--- src/rtl/gql_pkg.sv ---
// ----------------------------------------------------------------------------
// gql_pkg
// Shared constants and types of the glyph quad layout block: atlas geometry,
// configuration register indexes and reset values, and the records that
// travel between the cursor, the atlas lookup and the top level.
// ----------------------------------------------------------------------------
package gql_pkg;

    // Font atlas geometry, Q16.16 cell size
    localparam int ATLAS_COLUMNS = 16;
    localparam int CELL_U        = 4096;
    localparam int CELL_V        = 4096;

    localparam logic [7:0] NEWLINE_CODE = 8'd10;

    // Configuration register indexes
    localparam int CFG_IDX_W = 3;
    localparam logic [CFG_IDX_W-1:0] CFG_TEX_LEFT      = 3'd0;
    localparam logic [CFG_IDX_W-1:0] CFG_GLYPH_U_WIDTH = 3'd1;
    localparam logic [CFG_IDX_W-1:0] CFG_V_BASE        = 3'd2;
    localparam logic [CFG_IDX_W-1:0] CFG_QUAD_WIDTH    = 3'd3;
    localparam logic [CFG_IDX_W-1:0] CFG_QUAD_HEIGHT   = 3'd4;
    localparam logic [CFG_IDX_W-1:0] CFG_ADVANCE       = 3'd5;
    localparam logic [CFG_IDX_W-1:0] CFG_WRAP_CHARS    = 3'd6;

    // Register reset values
    localparam logic [31:0] RST_TEX_LEFT      = 32'd0;
    localparam logic [31:0] RST_GLYPH_U_WIDTH = 32'd4096;
    localparam logic [31:0] RST_V_BASE        = 32'd65536;
    localparam logic [31:0] RST_QUAD_WIDTH    = 32'd65536;
    localparam logic [31:0] RST_QUAD_HEIGHT   = 32'd65536;
    localparam logic [31:0] RST_ADVANCE       = 32'd65536;
    localparam logic [7:0]  RST_WRAP_CHARS    = 8'd0;

    localparam logic [15:0] LINE_COUNT_MAX = 16'hFFFF;

    typedef struct packed {
        logic [31:0] tex_left;
        logic [31:0] glyph_u_width;
        logic [31:0] v_base;
        logic [31:0] quad_width;
        logic [31:0] quad_height;
        logic [31:0] advance;
        logic [7:0]  wrap_chars;
    } t_cfg;

    // Cursor position seen by the current character and the line count after it
    typedef struct packed {
        logic [31:0] x;
        logic [31:0] y;
        logic [15:0] line_count;
    } t_cursor;

    // Texture corners of one glyph
    typedef struct packed {
        logic [31:0] u0;
        logic [31:0] u1;
        logic [31:0] v0;
        logic [31:0] v1;
    } t_tex;

    // One finished glyph quad
    typedef struct packed {
        logic [31:0] pos_x0;
        logic [31:0] pos_x1;
        logic [31:0] pos_y0;
        logic [31:0] pos_y1;
        logic [31:0] tex_u0;
        logic [31:0] tex_u1;
        logic [31:0] tex_v0;
        logic [31:0] tex_v1;
        logic [15:0] line_count;
    } t_quad;

endpackage

--- src/rtl/gql_ifs.sv ---
// ----------------------------------------------------------------------------
// gql channel interfaces
// Valid/ready channels for character requests in and glyph quads out.
// ----------------------------------------------------------------------------
interface gql_in_if;
    logic       valid;
    logic       ready;
    logic [7:0] char_code;
    logic       start_text;

    modport source (output valid, output char_code, output start_text, input ready);
    modport sink   (input valid, input char_code, input start_text, output ready);
endinterface

interface gql_out_if;
    logic               valid;
    logic               ready;
    logic signed [31:0] pos_x0;
    logic signed [31:0] pos_x1;
    logic signed [31:0] pos_y0;
    logic signed [31:0] pos_y1;
    logic signed [31:0] tex_u0;
    logic signed [31:0] tex_u1;
    logic signed [31:0] tex_v0;
    logic signed [31:0] tex_v1;
    logic [15:0]        line_count;

    modport source (
        output valid, output pos_x0, output pos_x1, output pos_y0, output pos_y1,
        output tex_u0, output tex_u1, output tex_v0, output tex_v1,
        output line_count, input ready
    );
    modport sink (
        input valid, input pos_x0, input pos_x1, input pos_y0, input pos_y1,
        input tex_u0, input tex_u1, input tex_v0, input tex_v1,
        input line_count, output ready
    );
endinterface

--- src/rtl/gql_cfg_regs.sv ---
// ----------------------------------------------------------------------------
// gql_cfg_regs
// Configuration register file of the layout block, written by index.
// ----------------------------------------------------------------------------
module gql_cfg_regs (
    input  logic                           i_clk,
    input  logic                           i_rst_n,
    input  logic                           i_cfg_we,
    input  logic [gql_pkg::CFG_IDX_W-1:0]  i_cfg_idx,
    input  logic [31:0]                    i_cfg_data,
    output gql_pkg::t_cfg                  o_cfg
);

    gql_pkg::t_cfg r_cfg;
    gql_pkg::t_cfg n_cfg;

    // Decode the write; an index past the list leaves everything alone
    always_comb begin
        n_cfg = r_cfg;
        if (i_cfg_we) begin
            case (i_cfg_idx)
                gql_pkg::CFG_TEX_LEFT:      n_cfg.tex_left      = i_cfg_data;
                gql_pkg::CFG_GLYPH_U_WIDTH: n_cfg.glyph_u_width = i_cfg_data;
                gql_pkg::CFG_V_BASE:        n_cfg.v_base        = i_cfg_data;
                gql_pkg::CFG_QUAD_WIDTH:    n_cfg.quad_width    = i_cfg_data;
                gql_pkg::CFG_QUAD_HEIGHT:   n_cfg.quad_height   = i_cfg_data;
                gql_pkg::CFG_ADVANCE:       n_cfg.advance       = i_cfg_data;
                gql_pkg::CFG_WRAP_CHARS:    n_cfg.wrap_chars    = i_cfg_data[7:0];
                default: begin
                end
            endcase
        end
    end

    always_ff @(posedge i_clk) begin
        if (!i_rst_n) begin
            r_cfg.tex_left      <= gql_pkg::RST_TEX_LEFT;
            r_cfg.glyph_u_width <= gql_pkg::RST_GLYPH_U_WIDTH;
            r_cfg.v_base        <= gql_pkg::RST_V_BASE;
            r_cfg.quad_width    <= gql_pkg::RST_QUAD_WIDTH;
            r_cfg.quad_height   <= gql_pkg::RST_QUAD_HEIGHT;
            r_cfg.advance       <= gql_pkg::RST_ADVANCE;
            r_cfg.wrap_chars    <= gql_pkg::RST_WRAP_CHARS;
        end else begin
            r_cfg <= n_cfg;
        end
    end

    assign o_cfg = r_cfg;

endmodule

--- src/rtl/gql_atlas_tex.sv ---
// ----------------------------------------------------------------------------
// gql_atlas_tex
// Texture corners of a character's cell in the font atlas.
// ----------------------------------------------------------------------------
module gql_atlas_tex (
    input  logic [7:0]     i_code,
    input  gql_pkg::t_cfg  i_cfg,
    output gql_pkg::t_tex  o_tex
);

    logic [7:0]  col;
    logic [7:0]  row;
    logic [31:0] u0;
    logic [31:0] v0;

    // Split the code into atlas column and row; the column count is a power of two
    assign col = 8'(i_code % gql_pkg::ATLAS_COLUMNS);
    assign row = 8'(i_code / gql_pkg::ATLAS_COLUMNS);

    // Scale to Q16.16 cell edges and apply the offsets
    assign u0 = 32'(col) * 32'(gql_pkg::CELL_U) + i_cfg.tex_left;
    assign v0 = i_cfg.v_base - 32'(row) * 32'(gql_pkg::CELL_V);

    assign o_tex.u0 = u0;
    assign o_tex.u1 = u0 + i_cfg.glyph_u_width;
    assign o_tex.v0 = v0;
    assign o_tex.v1 = v0 - 32'(gql_pkg::CELL_V);

endmodule

--- src/rtl/gql_cursor.sv ---
// ----------------------------------------------------------------------------
// gql_cursor
// Running text cursor: position, characters on the line and line breaks.
// ----------------------------------------------------------------------------
module gql_cursor (
    input  logic              i_clk,
    input  logic              i_rst_n,
    input  logic              i_step,
    input  logic [7:0]        i_code,
    input  logic              i_start,
    input  gql_pkg::t_cfg     i_cfg,
    output gql_pkg::t_cursor  o_cur
);

    logic [31:0] r_x;
    logic [31:0] r_y;
    logic [8:0]  r_chars;
    logic [15:0] r_breaks;
    logic [31:0] n_x;
    logic [31:0] n_y;
    logic [8:0]  n_chars;
    logic [15:0] n_breaks;

    logic [31:0] base_x;
    logic [31:0] base_y;
    logic [8:0]  base_chars;
    logic [15:0] base_breaks;
    logic        wrap_on;
    logic [8:0]  chars_step;
    logic        brk;

    // Start of a new text clears the cursor before this character
    assign base_x      = i_start ? 32'd0 : r_x;
    assign base_y      = i_start ? 32'd0 : r_y;
    assign base_chars  = i_start ? 9'd0  : r_chars;
    assign base_breaks = i_start ? 16'd0 : r_breaks;

    // Count the character only while wrapping is enabled
    assign wrap_on    = i_cfg.wrap_chars != 8'd0;
    assign chars_step = wrap_on ? base_chars + 9'd1 : base_chars;
    assign brk        = (i_code == gql_pkg::NEWLINE_CODE)
                     || (wrap_on && (chars_step > {1'b0, i_cfg.wrap_chars}));

    // Break to a new line or step right
    always_comb begin
        if (brk) begin
            n_x      = 32'd0;
            n_y      = base_y + i_cfg.quad_height;
            n_chars  = 9'd0;
            n_breaks = (base_breaks == gql_pkg::LINE_COUNT_MAX)
                     ? base_breaks : base_breaks + 16'd1;
        end else begin
            n_x      = base_x + i_cfg.advance;
            n_y      = base_y;
            n_chars  = chars_step;
            n_breaks = base_breaks;
        end
    end

    always_ff @(posedge i_clk) begin
        if (!i_rst_n) begin
            r_x      <= 32'd0;
            r_y      <= 32'd0;
            r_chars  <= 9'd0;
            r_breaks <= 16'd0;
        end else if (i_step) begin
            r_x      <= n_x;
            r_y      <= n_y;
            r_chars  <= n_chars;
            r_breaks <= n_breaks;
        end
    end

    assign o_cur.x          = base_x;
    assign o_cur.y          = base_y;
    assign o_cur.line_count = n_breaks;

endmodule

--- src/rtl/glyph_quad_layout.sv ---
// ----------------------------------------------------------------------------
// glyph_quad_layout
// Bitmap font text layout: one glyph quad per character request.
//
//   channel   direction  handshake      payload
//   i_in      in         valid/ready    char_code, start_text
//   o_out     out        valid/ready    pos_x0..tex_v1, line_count
//   cfg       in         i_cfg_we       i_cfg_idx, i_cfg_data
//
// One request per cycle sustained while the quad side does not stall; a taken
// request passes the input register, then the result register, where its
// quad is valid. The cursor update is one add and compare.
// Synchronous active-low reset clears cursor, valids and config registers to defaults.
// A stalled result holds; the input register still takes one more request.
// ----------------------------------------------------------------------------
module glyph_quad_layout (
    input  logic                           i_clk,
    input  logic                           i_rst_n,
    gql_in_if.sink                         i_in,
    gql_out_if.source                      o_out,
    input  logic                           i_cfg_we,
    input  logic [gql_pkg::CFG_IDX_W-1:0]  i_cfg_idx,
    input  logic [31:0]                    i_cfg_data
);

    gql_pkg::t_cfg    cfg;
    gql_pkg::t_cursor cur;
    gql_pkg::t_tex    tex;

    logic          r_in_valid;
    logic [7:0]    r_code;
    logic          r_start;
    logic          r_out_valid;
    gql_pkg::t_quad r_quad;
    gql_pkg::t_quad n_quad;
    logic          stage_adv;
    logic          in_take;

    gql_cfg_regs u_cfg (
        .i_clk      (i_clk),
        .i_rst_n    (i_rst_n),
        .i_cfg_we   (i_cfg_we),
        .i_cfg_idx  (i_cfg_idx),
        .i_cfg_data (i_cfg_data),
        .o_cfg      (cfg)
    );

    // Move the held request into the result register when it is free
    assign stage_adv  = r_in_valid && (!r_out_valid || o_out.ready);
    assign i_in.ready = !r_in_valid || stage_adv;
    assign in_take    = i_in.valid && i_in.ready;

    gql_cursor u_cursor (
        .i_clk   (i_clk),
        .i_rst_n (i_rst_n),
        .i_step  (stage_adv),
        .i_code  (r_code),
        .i_start (r_start),
        .i_cfg   (cfg),
        .o_cur   (cur)
    );

    gql_atlas_tex u_tex (
        .i_code (r_code),
        .i_cfg  (cfg),
        .o_tex  (tex)
    );

    // Assemble the quad
    always_comb begin
        n_quad.pos_x0     = cur.x;
        n_quad.pos_x1     = cur.x + cfg.quad_width;
        n_quad.pos_y0     = cur.y;
        n_quad.pos_y1     = cur.y + cfg.quad_height;
        n_quad.tex_u0     = tex.u0;
        n_quad.tex_u1     = tex.u1;
        n_quad.tex_v0     = tex.v0;
        n_quad.tex_v1     = tex.v1;
        n_quad.line_count = cur.line_count;
    end

    // Input register
    always_ff @(posedge i_clk) begin
        if (!i_rst_n) begin
            r_in_valid <= 1'b0;
        end else if (i_in.ready) begin
            r_in_valid <= i_in.valid;
        end
    end

    always_ff @(posedge i_clk) begin
        if (in_take) begin
            r_code  <= i_in.char_code;
            r_start <= i_in.start_text;
        end
    end

    // Result register
    always_ff @(posedge i_clk) begin
        if (!i_rst_n) begin
            r_out_valid <= 1'b0;
        end else if (stage_adv) begin
            r_out_valid <= 1'b1;
        end else if (o_out.ready) begin
            r_out_valid <= 1'b0;
        end
    end

    always_ff @(posedge i_clk) begin
        if (stage_adv) begin
            r_quad <= n_quad;
        end
    end

    assign o_out.valid      = r_out_valid;
    assign o_out.pos_x0     = r_quad.pos_x0;
    assign o_out.pos_x1     = r_quad.pos_x1;
    assign o_out.pos_y0     = r_quad.pos_y0;
    assign o_out.pos_y1     = r_quad.pos_y1;
    assign o_out.tex_u0     = r_quad.tex_u0;
    assign o_out.tex_u1     = r_quad.tex_u1;
    assign o_out.tex_v0     = r_quad.tex_v0;
    assign o_out.tex_v1     = r_quad.tex_v1;
    assign o_out.line_count = r_quad.line_count;

endmodule

--- src/flat_wrapper.sv ---
// flat-port wrapper written by rule: the top's interface ports become plain ports
module glyph_quad_layout_flat 
  (i_clk, i_rst_n, i_cfg_we, i_cfg_idx, i_cfg_data, i_in_valid, i_in_char_code, i_in_start_text, i_in_ready, o_out_valid, o_out_pos_x0, o_out_pos_x1, o_out_pos_y0, o_out_pos_y1, o_out_tex_u0, o_out_tex_u1, o_out_tex_v0, o_out_tex_v1, o_out_line_count, o_out_ready);
  gql_in_if i_in_i ();
  gql_out_if o_out_i ();
  input  logic i_clk;
  input  logic i_rst_n;
  input  logic i_cfg_we;
  input  logic [gql_pkg::CFG_IDX_W-1:0] i_cfg_idx;
  input  logic [31:0] i_cfg_data;
  input wire logic [$bits(i_in_i.valid)-1:0] i_in_valid;
  input wire logic [$bits(i_in_i.char_code)-1:0] i_in_char_code;
  input wire logic [$bits(i_in_i.start_text)-1:0] i_in_start_text;
  output wire logic [$bits(i_in_i.ready)-1:0] i_in_ready;
  output wire logic [$bits(o_out_i.valid)-1:0] o_out_valid;
  output wire logic [$bits(o_out_i.pos_x0)-1:0] o_out_pos_x0;
  output wire logic [$bits(o_out_i.pos_x1)-1:0] o_out_pos_x1;
  output wire logic [$bits(o_out_i.pos_y0)-1:0] o_out_pos_y0;
  output wire logic [$bits(o_out_i.pos_y1)-1:0] o_out_pos_y1;
  output wire logic [$bits(o_out_i.tex_u0)-1:0] o_out_tex_u0;
  output wire logic [$bits(o_out_i.tex_u1)-1:0] o_out_tex_u1;
  output wire logic [$bits(o_out_i.tex_v0)-1:0] o_out_tex_v0;
  output wire logic [$bits(o_out_i.tex_v1)-1:0] o_out_tex_v1;
  output wire logic [$bits(o_out_i.line_count)-1:0] o_out_line_count;
  input wire logic [$bits(o_out_i.ready)-1:0] o_out_ready;
  assign i_in_i.valid = i_in_valid;
  assign i_in_i.char_code = i_in_char_code;
  assign i_in_i.start_text = i_in_start_text;
  assign i_in_ready = i_in_i.ready;
  assign o_out_valid = o_out_i.valid;
  assign o_out_pos_x0 = o_out_i.pos_x0;
  assign o_out_pos_x1 = o_out_i.pos_x1;
  assign o_out_pos_y0 = o_out_i.pos_y0;
  assign o_out_pos_y1 = o_out_i.pos_y1;
  assign o_out_tex_u0 = o_out_i.tex_u0;
  assign o_out_tex_u1 = o_out_i.tex_u1;
  assign o_out_tex_v0 = o_out_i.tex_v0;
  assign o_out_tex_v1 = o_out_i.tex_v1;
  assign o_out_line_count = o_out_i.line_count;
  assign o_out_i.ready = o_out_ready;
  glyph_quad_layout u_core (.i_clk(i_clk), .i_rst_n(i_rst_n), .i_in(i_in_i), .o_out(o_out_i), .i_cfg_we(i_cfg_we), .i_cfg_idx(i_cfg_idx), .i_cfg_data(i_cfg_data));
endmodule
--- config.mk ---
export PLATFORM = sky130hd
export DESIGN_NAME = glyph_quad_layout_flat
export DESIGN_NICKNAME = d
export VERILOG_FILES = /design/src/rtl/gql_pkg.sv /design/src/rtl/gql_ifs.sv /design/src/rtl/gql_cfg_regs.sv /design/src/rtl/gql_atlas_tex.sv /design/src/rtl/gql_cursor.sv /design/src/rtl/glyph_quad_layout.sv /design/src/flat_wrapper.sv
export SDC_FILE = /design/constraint.sdc
export NUM_CORES = 1
export LEC_CHECK = 0
export CORE_UTILIZATION = 30
export CTS_BUF_LIST = sky130_fd_sc_hd__clkbuf_8 sky130_fd_sc_hd__clkbuf_16
export DETAILED_ROUTE_END_ITERATION = 8
export DONT_BUFFER_PORTS = 1
export SLEW_MARGIN = 0
export SYNTH_ARGS = -nofsm -noshare
export SYNTH_HDL_FRONTEND = slang
export SYNTH_SLANG_ARGS = --single-unit
--- constraint.sdc ---
create_clock -name i_clk -period 27.5 [get_ports i_clk]
set_input_delay 2.75 -clock i_clk [delete_from_list [all_inputs] [get_ports i_clk]]
set_output_delay 2.75 -clock i_clk [all_outputs]
set_load 0.005 [all_outputs]
==> run_results.csv <==
group,metric,value,unit
synth,yosys_warnings,0,
timing,setup_viol,0,
clocking,clk_latency,0.62,ns
route,vias,20010,
floorplan,dieHeight,302.1,um
route,drt_iter0_drc,1318,
grt,grt_max_degree,129,
timing,hold_viol_final,0,
synth,synthArstFlopShare,0,
clocking,clockBufferDepth,3,
floorplan,num_io_pins,323,
finish,multiInputGateArea,12380,um2
worst_setup_path,cp_slowest_cell,"nor2b_1",
power,clkPwrFrac,0.478,
worst_setup_path,crit_arrival,3.10,ns
worst_setup_path,end_kind,"primary output",
grt,grt_pass1_vias,18640,
timing,tns,0,ns
power,p_per_area,63.58,nW/um2
clocking,htree_num_levels,3,
finish,final_nets,2960,
clocking,cts.sinks,560,
route,firstDrtPassIters,5,
clocking,ctsHoldBuffers,0,
worst_hold_path,holdPathStages,2,
clocking,cts_inserted_buffers,66,
power,switchingPower,0.4468,mW
grt,grt_pass1_wl,119.7,mm
timing,maxSlewHeadroom,0.2196,
clocking,clk_pin_slew_worst_paths,0.06,ns
power,leakage,11.48,nW
synth,yosysSeqAreaShare,0.5145,
grt,antenna_found_initial,6,
synth,synth.distinct_cells,77,
timing,worstMarginPinSlew,1.171,ns
finish,final_cell_mix,"532 x nand2_1, 342 x a21oi_1, 291 x dfxtp_1, 269 x edfxtp_1, 155 x nor2_1",
synth,ys_ff_latch,560,
route,drtAntennaViolNets,0,
worst_setup_path,required,24.75,ns
route,vias_per_cell,5.029,
worst_setup_path,cp_max_fo,4,
placed_design,place_area,28170,um2
floorplan,initial_core_util,0.3044,
power,seq_power_share,0.475,
route,wirelength,81.89,mm
power,combPwrFrac,0.047,
synth,netlist_instances,2800,
worst_setup_path,startpoint,"o_out_ready",
clocking,cts_root_buffer,"clkbuf_16",
floorplan,rows,109,
floorplan,die_w,302.1,um
worst_setup_path,path_depth,2,
timing,post-route-period-util,0.2126,
placed_design,place_congestion,0.8811,
clocking,postCtsSetupBuffers,0,
worst_setup_path,critPathTopFamily,"simple AND/OR/NAND/NOR gates",
synth,synth-edff-count,269,
clocking,cts_resized,0,
finish,fin_area,30490,um2
grt,grtUsageTotal,0.1754,
floorplan,core-area,88780,um2
synth,syn_nets,2998,
worst_setup_path,startpoint_type,"primary input",
finish,num-fill-cells,8899,
finish,area_growth,12.82,%
worst_hold_path,min_from,"u_core.u_cursor.r_x[17]",
worst_setup_path,worstRegToRegCells,15,
placed_design,io_buffers,0,
finish,drive_gt1_frac,0.05972,
power,ir_drop,0.03587,mV
timing,drv_slew,0,
finish,final-seq-area,13900,um2
timing,grt_setup_unrepaired,"no",
timing,whs,0.4440,ns
worst_setup_path,timing.rr.start,"u_core.r_start",
synth,netlist_area,27020,um2
synth,synth_area_per_cell,9.651,um2
timing,period_needed,5.847,ns
synth,synthFlopType,"dfxtp_1",
timing,fin_skew,0.03074,ns
worst_setup_path,crit_chain,"nor2b_1 -> nand2_1",
power,internal_power,1.492,mW
worst_hold_path,holdCritPathClass,"flip-flop to flip-flop",
outcome,status,"complete, no violations",
route,drc,0,
clocking,cts_tree,"yes",
placed_design,hpwl,56.80,mm
job,maxCapViolations,0,
worst_setup_path,path_class,"primary input to primary output",
grt,grt_overflow,0,
floorplan,dieArea,91280,um2
route,post_drt_wl_per_cell,20.58,um
finish,final_common_cell,"nand2_1",
worst_setup_path,max_stage_delay,0.21,ns
worst_setup_path,crit_buf_inv,0,
timing,fmax,171.0,MHz
power,swShare,0.2305,
==> metrics by stage <==
step	cells	power (mW)	worst slack [ns]	utilization
2_1_floorplan	2800	1.005	16.10	-
3_3_place_gp	3858	1.030	21.69	0.3173
3_5_place_dp	3858	1.031	21.64	0.3173
4_1_cts	3977	1.966	21.64	0.3432
5_1_grt	3978	2.007	21.60	0.3434
6_report	3979	1.938	21.65	0.3434
==> path summary, 6_finish.rpt <==
| kind | to | slack (ns) |
|---|---|---|
| setup / recovery | i_in_ready | 21.65 |
| hold / removal | u_core.u_cursor.r_x[17] | 0.44 |
| setup reg to reg | u_core.u_cursor.r_y[21] | 22.70 |
| hold reg to reg | u_core.u_cursor.r_x[17] | 0.44 |
==> power by group through the flow <==
stage	Sequential [mW]	Combinational, mW	Clock (mW)
after global placement	0.940	0.0904	0
after CTS	0.922	0.0915	0.952
final	0.921	0.0904	0.926
after floorplan	0.937	0.0678	0
after global routing	0.924	0.101	0.982
after detailed placement	0.940	0.0912	0
==> worst register-to-register path, stage by stage (launching register included) <==
cell	delay [ns]
edfxtp_1	0.41
buf_12	0.23
nor2b_1	0.42
ha_1	0.23
nand2_1	0.11
nor3_1	0.21
xnor2_1	0.09
nor2_1	0.21
ha_1	0.31
a22oi_1	0.20
o211ai_1	0.13
o221ai_1	0.27
o211ai_2	0.26
o21ai_2	0.96
and2_1	0.51
a22o_1	0.19
==> routing by layer <==
metal  track usage  part of all wire  up-vias
met5             0           0.00029        -
met4       0.05255             0.022        4
met3       0.05020             0.078       90
li1              -                 -     9833
met2        0.2801              0.45      568
met1        0.2289              0.45     9516
==> state kept, by name, indices dropped and copies added, names as in the netlist <==
| register | cells |
|---|---|
| u_core.r_code | 8 |
| u_core.o_out.pos_x1 | 32 |
| u_core.u_cfg.o_cfg | 200 |
| u_core.o_out.pos_y1 | 32 |
| u_core.u_cursor.r_breaks | 16 |
| u_core.r_in_valid | 1 |
| u_core.o_out.tex_v0 | 20 |
| u_core.o_out.tex_u0 | 32 |
| u_core.o_out.valid | 1 |
| u_core.o_out.tex_u1 | 32 |
| u_core.o_out.pos_x0 | 32 |
| u_core.o_out.pos_y0 | 32 |
| u_core.o_out.line_count | 16 |
| u_core.r_start | 1 |
| u_core.u_cursor.r_chars | 9 |
| u_core.o_out.tex_v1 | 32 |
| u_core.u_cursor.r_y | 32 |
| u_core.u_cursor.r_x | 32 |
==> area by class of cell <==
cell class,instances,area share
diodes,1,0.00008208
inverters,69,0.008988
flip-flops and latches,560,0.4560
multi-input cells,2045,0.4062
clock buffers,77,0.05988
well taps,1165,0.04781
repair buffers,20,0.005458
clock inverters,42,0.01551
==> cell usage after synthesis (19+ instances only) <==
master,instances,area (um2)
a21o_1,61,457.9
a21oi_1,342,1712
a22oi_1,36,270.3
and3_1,19,118.9
clkbuf_1,108,405.4
dfxtp_1,291,5826
edfxtp_1,269,8078
ha_1,143,1789
inv_1,69,259.0
nand2_1,532,1997
nand2b_1,25,156.4
nand3_1,69,345.3
nand4_1,20,125.1
nor2_1,158,593.1
nor2b_1,87,544.3
nor3_1,38,190.2
o21ai_0,101,505.5
xnor2_1,122,1069
xor2_1,62,543.0
==> logic make-up after synthesis <==
group / after synthesis / share of synthesized area
AOI/OAI and AO/OA: 687 / 0.1529
xor gates and xnor gates: 184 / 0.05963
adders and majority gates: 149 / 0.07066
buffers and inverters: 195 / 0.02885
DFF: 560 / 0.5145
muxes: 3 / 0.001204
and+or+nand+nor: 1022 / 0.1723
Note: power is estimated with default switching activity, not from simulation.
